File: src/slcr_pkg.sv
// Shared types and constants for the sync level calibration receiver.
// Used by slcr_bitclk, slcr_cell and sync_level_calibration_receiver.
package slcr_pkg;

  // samples per bit and length of the level window
  localparam int SAMPLES_PER_BIT = 10;
  localparam int WINDOW_LEN      = 24;

  localparam int SAMPLE_W = 16;
  localparam int HIST_W   = 24;
  localparam int PHASE_W  = 16;

  localparam int PHASE_INC_I   = 65536 / SAMPLES_PER_BIT;
  localparam int PHASE_NUDGE_I = PHASE_INC_I / 32;
  localparam logic [PHASE_W:0] PHASE_INC   = (PHASE_W + 1)'(PHASE_INC_I);
  localparam logic [PHASE_W:0] PHASE_NUDGE = (PHASE_W + 1)'(PHASE_NUDGE_I);

  localparam int SCAN_LEN = (WINDOW_LEN > HIST_W) ? WINDOW_LEN : HIST_W;
  localparam int CNT_W    = $clog2(SCAN_LEN);
  localparam int HIDX_W   = $clog2(HIST_W);
  localparam int ERR_W    = $clog2(HIST_W + 1);

  localparam logic signed [SAMPLE_W-1:0] START_MAX = -16'sd16000;
  localparam logic signed [SAMPLE_W-1:0] START_MIN = 16'sd16000;

  // configuration register indexes
  localparam int CFG_IDX_W = 2;
  localparam int CFG_DATA_W = 24;
  localparam logic [CFG_IDX_W-1:0] CFG_SYNC_PATTERN = 2'd0;
  localparam logic [CFG_IDX_W-1:0] CFG_MAX_ERRORS   = 2'd1;
  localparam logic [CFG_IDX_W-1:0] CFG_MIN_SPREAD   = 2'd2;

  localparam logic [HIST_W-1:0] SYNC_RESET   = 24'hAAB468;
  localparam logic [3:0]        ERRORS_RESET = 4'd2;
  localparam logic [15:0]       SPREAD_RESET = 16'd5;

  // running max/min handed from cell to cell during a scan
  typedef struct packed {
    logic                       valid;
    logic signed [SAMPLE_W-1:0] hi;
    logic signed [SAMPLE_W-1:0] lo;
  } tok_t;

  // bit clock status toward the top level
  typedef struct packed {
    logic              take;
    logic [HIST_W-1:0] hist;
  } bclk_stat_t;

endpackage

File: src/slcr_bitclk.sv
// Bit clock recovery: phase accumulator with zero-crossing nudge and the
// history of bit decisions. Depends on slcr_pkg.
module slcr_bitclk (
  input  logic                                 clk,
  input  logic                                 rst_n,
  input  logic                                 accept,
  input  logic signed [slcr_pkg::SAMPLE_W-1:0] sample,
  output slcr_pkg::bclk_stat_t                 stat
);

  logic [slcr_pkg::PHASE_W-1:0] phase_r, phase_nxt;
  logic                         last_sign_r;
  logic [slcr_pkg::HIST_W-1:0]  hist_r, hist_nxt;
  logic [slcr_pkg::PHASE_W:0]   ph_nudged;
  logic [slcr_pkg::PHASE_W:0]   ph_sum;
  logic                         neg;

  assign neg = sample[slcr_pkg::SAMPLE_W-1];

  always_comb begin
    ph_nudged = {1'b0, phase_r};
    // on a sign change, pull the phase toward the half turn
    if (neg != last_sign_r) begin
      if (phase_r[slcr_pkg::PHASE_W-1]) begin
        ph_nudged = {1'b0, phase_r} - slcr_pkg::PHASE_NUDGE;
      end else begin
        ph_nudged = {1'b0, phase_r} + slcr_pkg::PHASE_NUDGE;
      end
    end
    ph_sum    = ph_nudged + slcr_pkg::PHASE_INC;
    phase_nxt = ph_sum[slcr_pkg::PHASE_W-1:0];
    hist_nxt  = {hist_r[slcr_pkg::HIST_W-2:0], neg};
  end

  always_ff @(posedge clk) begin
    if (!rst_n) begin
      phase_r     <= '0;
      last_sign_r <= 1'b0;
      hist_r      <= '0;
    end else if (accept) begin
      phase_r     <= phase_nxt;
      last_sign_r <= neg;
      if (ph_sum[slcr_pkg::PHASE_W]) begin
        hist_r <= hist_nxt;
      end
    end
  end

  assign stat.take = ph_sum[slcr_pkg::PHASE_W];
  assign stat.hist = hist_r;

endmodule

File: src/slcr_cell.sv
// One window cell: holds one bit sample, shifts it on toward the next cell
// and folds it into the passing max/min token. Depends on slcr_pkg.
module slcr_cell (
  input  logic                                 clk,
  input  logic                                 rst_n,
  input  logic                                 shift,
  input  logic signed [slcr_pkg::SAMPLE_W-1:0] smp_in,
  output logic signed [slcr_pkg::SAMPLE_W-1:0] smp_out,
  input  slcr_pkg::tok_t                       tok_in,
  output slcr_pkg::tok_t                       tok_out
);

  logic signed [slcr_pkg::SAMPLE_W-1:0] sample_r;
  logic                                 tok_valid_r;
  logic signed [slcr_pkg::SAMPLE_W-1:0] hi_r, hi_nxt;
  logic signed [slcr_pkg::SAMPLE_W-1:0] lo_r, lo_nxt;

  always_comb begin
    hi_nxt = (sample_r > tok_in.hi) ? sample_r : tok_in.hi;
    lo_nxt = (sample_r < tok_in.lo) ? sample_r : tok_in.lo;
  end

  always_ff @(posedge clk) begin
    if (!rst_n) begin
      sample_r    <= '0;
      tok_valid_r <= 1'b0;
    end else begin
      if (shift) begin
        sample_r <= smp_in;
      end
      tok_valid_r <= tok_in.valid;
    end
  end

  // hold the token values once it has passed
  always_ff @(posedge clk) begin
    if (tok_in.valid) begin
      hi_r <= hi_nxt;
      lo_r <= lo_nxt;
    end
  end

  assign smp_out       = sample_r;
  assign tok_out.valid = tok_valid_r;
  assign tok_out.hi    = hi_r;
  assign tok_out.lo    = lo_r;

endmodule

File: src/sync_level_calibration_receiver.sv
// Top level of the sync level calibration receiver: configuration registers,
// cell chain, scan control and output register.
// Depends on slcr_pkg, slcr_bitclk and slcr_cell.
//
//   channel | direction | handshake          | payload
//   in      | input     | in_valid / in_stall   | in_sample
//   out     | output    | out_valid / out_stall | out_inverted, out_level_max, out_level_min
//   cfg     | input     | cfg_we                | cfg_index, cfg_data
//
// A sample that is not a bit decision does not stall the input. A bit decision shifts
// into the cell chain and starts a scan: the max/min token walks the 24 cells
// while the sync errors are counted one bit a cycle, then the evaluate state
// waits for the output to be free. in_stall is high during the scan and the
// evaluate state, so no new sample is taken until the evaluation is done.
// Reset clears the cell samples, phase and history and loads the configuration defaults at once; no sweep.
module sync_level_calibration_receiver (
  input  logic                                   clk,
  input  logic                                   rst_n,
  input  logic                                   in_valid,
  output logic                                   in_stall,
  input  logic signed [slcr_pkg::SAMPLE_W-1:0]   in_sample,
  output logic                                   out_valid,
  input  logic                                   out_stall,
  output logic                                   out_inverted,
  output logic signed [slcr_pkg::SAMPLE_W-1:0]   out_level_max,
  output logic signed [slcr_pkg::SAMPLE_W-1:0]   out_level_min,
  input  logic                                   cfg_we,
  input  logic [slcr_pkg::CFG_IDX_W-1:0]         cfg_index,
  input  logic [slcr_pkg::CFG_DATA_W-1:0]        cfg_data
);

  localparam logic [1:0] ST_IDLE = 2'd0;
  localparam logic [1:0] ST_SCAN = 2'd1;
  localparam logic [1:0] ST_EVAL = 2'd2;

  logic [1:0] state_r, state_nxt;

  logic [slcr_pkg::HIST_W-1:0] sync_r;
  logic [3:0]                  max_err_r;
  logic [15:0]                 min_spread_r;

  logic                        in_acc;
  logic                        shift;
  slcr_pkg::bclk_stat_t        bstat;

  logic [slcr_pkg::CNT_W-1:0]  scan_cnt_r, scan_cnt_nxt;
  logic [slcr_pkg::ERR_W-1:0]  err_cnt_r, err_cnt_nxt;
  logic [slcr_pkg::HIST_W-1:0] diff_bits;

  logic signed [slcr_pkg::SAMPLE_W-1:0] smp [slcr_pkg::WINDOW_LEN];
  slcr_pkg::tok_t                       tok [slcr_pkg::WINDOW_LEN+1];

  logic                                 out_valid_r;
  logic                                 out_inverted_r;
  logic signed [slcr_pkg::SAMPLE_W-1:0] out_max_r;
  logic signed [slcr_pkg::SAMPLE_W-1:0] out_min_r;
  logic                                 out_free;

  logic                                 nmatch, imatch;
  logic signed [slcr_pkg::SAMPLE_W:0]   spread;
  logic                                 spread_ok;
  logic                                 emit;

  assign in_stall = (state_r != ST_IDLE);
  assign in_acc   = in_valid && !in_stall;
  assign shift    = in_acc && bstat.take;
  assign out_free = !out_valid_r || !out_stall;

  always_ff @(posedge clk) begin
    if (!rst_n) begin
      sync_r       <= slcr_pkg::SYNC_RESET;
      max_err_r    <= slcr_pkg::ERRORS_RESET;
      min_spread_r <= slcr_pkg::SPREAD_RESET;
    end else if (cfg_we) begin
      case (cfg_index)
        slcr_pkg::CFG_SYNC_PATTERN: sync_r       <= cfg_data[slcr_pkg::HIST_W-1:0];
        slcr_pkg::CFG_MAX_ERRORS:   max_err_r    <= cfg_data[3:0];
        slcr_pkg::CFG_MIN_SPREAD:   min_spread_r <= cfg_data[15:0];
        default: ;
      endcase
    end
  end

  slcr_bitclk u_bitclk (
    .clk    (clk),
    .rst_n  (rst_n),
    .accept (in_acc),
    .sample (in_sample),
    .stat   (bstat)
  );

  // inject the token at the head of the chain on the first scan cycle
  assign tok[0].valid = (state_r == ST_SCAN) && (scan_cnt_r == '0);
  assign tok[0].hi    = slcr_pkg::START_MAX;
  assign tok[0].lo    = slcr_pkg::START_MIN;

  for (genvar k = 0; k < slcr_pkg::WINDOW_LEN; k++) begin : g_cell
    logic signed [slcr_pkg::SAMPLE_W-1:0] cell_in;
    if (k == 0) begin : g_head
      assign cell_in = in_sample;
    end else begin : g_body
      assign cell_in = smp[k-1];
    end
    slcr_cell u_cell (
      .clk     (clk),
      .rst_n   (rst_n),
      .shift   (shift),
      .smp_in  (cell_in),
      .smp_out (smp[k]),
      .tok_in  (tok[k]),
      .tok_out (tok[k+1])
    );
  end

  assign diff_bits = bstat.hist ^ sync_r;

  always_comb begin
    state_nxt    = state_r;
    scan_cnt_nxt = scan_cnt_r;
    err_cnt_nxt  = err_cnt_r;
    case (state_r)
      ST_IDLE: begin
        if (shift) begin
          state_nxt    = ST_SCAN;
          scan_cnt_nxt = '0;
          err_cnt_nxt  = '0;
        end
      end
      ST_SCAN: begin
        // count one differing history bit a cycle
        if ({1'b0, scan_cnt_r} < (slcr_pkg::CNT_W + 1)'(slcr_pkg::HIST_W)) begin
          err_cnt_nxt = err_cnt_r
                      + slcr_pkg::ERR_W'(diff_bits[scan_cnt_r[slcr_pkg::HIDX_W-1:0]]);
        end
        scan_cnt_nxt = scan_cnt_r + 1'b1;
        if (scan_cnt_r == slcr_pkg::CNT_W'(slcr_pkg::SCAN_LEN - 1)) begin
          state_nxt = ST_EVAL;
        end
      end
      ST_EVAL: begin
        if (out_free) begin
          state_nxt = ST_IDLE;
        end
      end
      default: state_nxt = ST_IDLE;
    endcase
  end

  always_comb begin
    nmatch    = err_cnt_r <= {1'b0, max_err_r};
    imatch    = (slcr_pkg::ERR_W'(slcr_pkg::HIST_W) - err_cnt_r) <= {1'b0, max_err_r};
    spread    = {tok[slcr_pkg::WINDOW_LEN].hi[slcr_pkg::SAMPLE_W-1],
                 tok[slcr_pkg::WINDOW_LEN].hi}
              - {tok[slcr_pkg::WINDOW_LEN].lo[slcr_pkg::SAMPLE_W-1],
                 tok[slcr_pkg::WINDOW_LEN].lo};
    spread_ok = !spread[slcr_pkg::SAMPLE_W]
                && (spread[slcr_pkg::SAMPLE_W-1:0] > min_spread_r);
    emit      = (state_r == ST_EVAL) && out_free && (nmatch || imatch) && spread_ok;
  end

  always_ff @(posedge clk) begin
    if (!rst_n) begin
      state_r     <= ST_IDLE;
      scan_cnt_r  <= '0;
      err_cnt_r   <= '0;
      out_valid_r <= 1'b0;
    end else begin
      state_r    <= state_nxt;
      scan_cnt_r <= scan_cnt_nxt;
      err_cnt_r  <= err_cnt_nxt;
      if (emit) begin
        out_valid_r <= 1'b1;
      end else if (!out_stall) begin
        out_valid_r <= 1'b0;
      end
    end
  end

  always_ff @(posedge clk) begin
    if (emit) begin
      out_inverted_r <= !nmatch;
      out_max_r      <= tok[slcr_pkg::WINDOW_LEN].hi;
      out_min_r      <= tok[slcr_pkg::WINDOW_LEN].lo;
    end
  end

  assign out_valid     = out_valid_r;
  assign out_inverted  = out_inverted_r;
  assign out_level_max = out_max_r;
  assign out_level_min = out_min_r;

`ifndef SYNTHESIS
  a_err_bound: assert property (@(posedge clk) disable iff (!rst_n)
    err_cnt_r <= slcr_pkg::ERR_W'(slcr_pkg::HIST_W))
    else $error("sync error count beyond history length");

  a_out_from_eval: assert property (@(posedge clk) disable iff (!rst_n)
    $rose(out_valid_r) |-> $past(state_r == ST_EVAL))
    else $error("result raised outside evaluation");

  a_levels_ordered: assert property (@(posedge clk) disable iff (!rst_n)
    out_valid_r |-> (out_max_r > out_min_r))
    else $error("reported max not above min");

  a_scan_from_bit: assert property (@(posedge clk) disable iff (!rst_n)
    (state_r == ST_SCAN) && $past(state_r == ST_IDLE) |-> $past(shift))
    else $error("scan started without a bit decision");
`endif

endmodule

File: config.mk
export PLATFORM = sky130hd
export DESIGN_NAME = sync_level_calibration_receiver
export DESIGN_NICKNAME = d
export VERILOG_FILES = /design/src/slcr_pkg.sv /design/src/slcr_bitclk.sv /design/src/slcr_cell.sv /design/src/sync_level_calibration_receiver.sv
export SDC_FILE = /design/constraint.sdc
export NUM_CORES = 2
export LEC_CHECK = 0
export ABC_AREA = 1
export BUFFER_PORTS_ARGS = -buffer_cell sky130_fd_sc_hd__buf_2
export CAP_MARGIN = 20
export CORE_MARGIN = 2
export CORE_UTILIZATION = 54
export CTS_CLUSTER_SIZE = 20
export DETAILED_ROUTE_END_ITERATION = 6
export PLACE_DENSITY_LB_ADDON = 0.3
export SLEW_MARGIN = 20
export SYNTH_ARGS = -nofsm -noshare
export SYNTH_HDL_FRONTEND = slang
export SYNTH_SLANG_ARGS = --single-unit
File: constraint.sdc
create_clock -name clk -period 6.25 [get_ports clk]
set_clock_uncertainty 0.05 [all_clocks]
set_input_delay 0.625 -clock clk [delete_from_list [all_inputs] [get_ports clk]]
set_output_delay 0.625 -clock clk [all_outputs]
set_load 0.005 [all_outputs]
==> flow_summary.yaml <==
timing:
  rsz0062_at_grt: "no"
  hold_viol_final: 0
  fin_setup_tns_ps: 0
  setup_violations: 0
  fmax_mhz: 227
  slew_headroom: 0.250
  period_share: 0.705
  final.setup.worst_slack_ps: 1840
  worst_pin_slew_ps: 1120
  slew_viol_final: 0
  fin_crit_ps: 4410
placement:
  gp_congestion: 0.879
  io_buffers: 81
  dp_cells: 9617
  hpwl_mm: 120
  place_ws_ps: 1890
setup_path:
  startpoint_type: "register"
  cp_data_arrival_time_ps: 4780
  worstPathMaxFanout: 29
  endpoint_kind: "register"
  critPathKind: "reg -> reg"
  worstPathRequired_ps: 6620
clock_network:
  cts.clk_slew.worst_paths_ps: 60
  htreeDepth: 4
  cts_resized: 0
  cts_buffers: 138
  cts_tree: "yes"
  clock-sinks: 1282
  cts_root_buffer: "clkbuf_16"
  cts_buffer_depth: 3
  clk_latency_ps: 780
yosys:
  ys_ff_latch: 1282
  syn_inst: 8037
  netlist_area_um2: 70100
  synth_nets: 8856
  ys.flop_type: "edfxtp_1"
  ys_types: 54
  synth_area_leader_cell: "edfxtp_1"
  synth_warnings: 0
  avgSynthCellArea_um2: 8.72
  async_reset_ff_frac: 0
  synth_edf_count: 801
  synthTopCellsByArea: "edfxtp_1 34%, ha_1 14%, dfxtp_1 14%, nand2_1 6.9%, inv_1 6.8%"
  synth_top_area_share: 0.343
  yosysSeqAreaShare: 0.480
outcome:
  outcome: "completed"
min_path:
  hp-class: "in -> reg"
floorplanning:
  core_area_um2: 129000
  die_h_um: 364
  fp.dieW_um: 364
  row_count: 132
  dieArea_um2: 133000
  start_util: 0.543
  ios: 82
power:
  peakVddDrop_mv: 0.284
  power_density_nw_per_um2: 235
  p_leak_nw: 34.4
drt:
  wl_mm: 164
  dr.pass1.iters: 7
  wire_per_inst_um: 16.6
  drc: 0
  ant_nets: 0
  vias: 53600
  drt-initial-drc-count: 4235
  routed_via_density: 5.43
global_routing:
  grt_overflow: 0
  grt_start_max_net_pins: 219
  grt_pass1_wl_mm: 266
  grt_pass1_vias: 52100
  antenna_found_initial: 1
  grt_usage: 0.247
layout:
  area_growth_pct: 9.25
  finish.utilization: 0.593
  layout-drive-gt1-share: 0.0491
  fillCellCount: 11000
  finalNetCount: 8843
  final_cell_mix: "1290 x nand2_1, 1271 x inv_1, 880 x o21ai_0, 801 x edfxtp_1, 770 x ha_1"
  final_common_cell: "nand2_1"
  stdcell_count: 9882
job:
  drv_cap: 0
[Yosys cell counts, types with 38 or more instances]
master,n
inv_1,1271
xor2_1,38
edfxtp_1,801
clkbuf_1,201
nand4_1,58
ha_1,770
o21ai_0,880
dfxtp_1,481
nand3_1,287
nor3_1,51
o21ai_1,178
buf_2,46
nor2_1,643
a21oi_1,743
nand2_1,1290
[area by class of cell]
class	instances	area, µm²	share of cell area
Sequential cell	1282	33700	0.440
Clock inverter	43	360	0.00470
Tap cell	1742	2180	0.0285
Clock buffer	212	4170	0.0545
Multi-Input combinational cell	5181	30400	0.397
Inverter	1275	4790	0.0625
Timing Repair Buffer	146	995	0.0130
Antenna cell	1	2.50	0.0000327
[timing repair]
item,4_1_cts,5_1_grt
endpoints found under the setup margin,0,0
hold endpoints to repair,3,0
buffers inserted,0,0
hold buffers,3,0
[power by group]
group / total (W) / internal, W / switching (W)
Clock: 0.00813 / 0.00477 / 0.00335
Combinational: 0.000828 / 0.000285 / 0.000543
Sequential: 0.00908 / 0.00899 / 0.0000901
[registers in the layout (all words and copies together) (netlist names), 2 cells and up]
register and flops:
max_err_r 4, u_bitclk.hist_r 23, u_bitclk.phase_r 16, scan_cnt_r 5, out_level_min 16, err_cnt_r 5
g_cell.u_cell.hi_r 384, g_cell.u_cell.tok_valid_r 23, sync_r 24, g_cell.u_cell.smp_out 361, g_cell.u_cell.lo_r 384, state_r 2
out_level_max 16, min_spread_r 16
[worst paths after layout]
kind                                             from                    endpoint  slack [ps]  depth (start not counted)
setup / recovery  g_cell[23].u_cell.lo_r[0]$_DFFE_PP_  out_level_min[8]$_DFFE_PP_        1840                         20
hold / removal                           cfg_data[18]     sync_r[18]$_SDFFE_PN0P_          50                          3
setup reg to reg  g_cell[23].u_cell.lo_r[0]$_DFFE_PP_  out_level_min[8]$_DFFE_PP_        1840                         20
hold reg to reg   g_cell[23].u_cell.lo_r[9]$_DFFE_PP_  out_level_min[9]$_DFFE_PP_         390                          0
[cell families after synthesis]
| logic type | count (synthesis) | share of synthesized area |
|---|---|---|
| simple gates | 2383 | 0.138 |
| compound gates | 1968 | 0.147 |
| buf+inv | 1574 | 0.0891 |
| flops | 1282 | 0.480 |
| fa+ha+maj | 772 | 0.138 |
| xor+xnor | 58 | 0.00725 |
[worst max-delay path, stage by stage, from the launching register on]
cell and delay (ps):
edfxtp_1 400, ha_1 260, fa_1 430, inv_1 80, a21oi_1 100, o21ai_0 370
a21boi_0 230, o21ai_0 350, nand2_1 100, nand2_1 90, xor2_1 150, inv_1 60
ha_1 260, nand2_1 60, inv_1 50, nand2_1 60, nor4_1 50, a21oi_1 130
nand4_1 160, inv_1 200, buf_4 400
[per-layer routing]
metal	part of all wire	global-route usage
met1	0.44	0.323
met2	0.46	0.408
met3	0.061	0.0444
met4	0.035	0.0977
met5	0.000079	0
[through the flow]
stage	total power, W	hold slack (ps)	area, µm²
2_1_floorplan	0.00985	376	70100
3_3_place_gp	0.0100	382	71800
3_5_place_dp	0.0101	385	71800
4_1_cts	0.0181	0.0728	76400
5_1_grt	0.0186	49.6	76600
6_report	0.0180	46.6	76600
(Power assumes the default switching activity.)
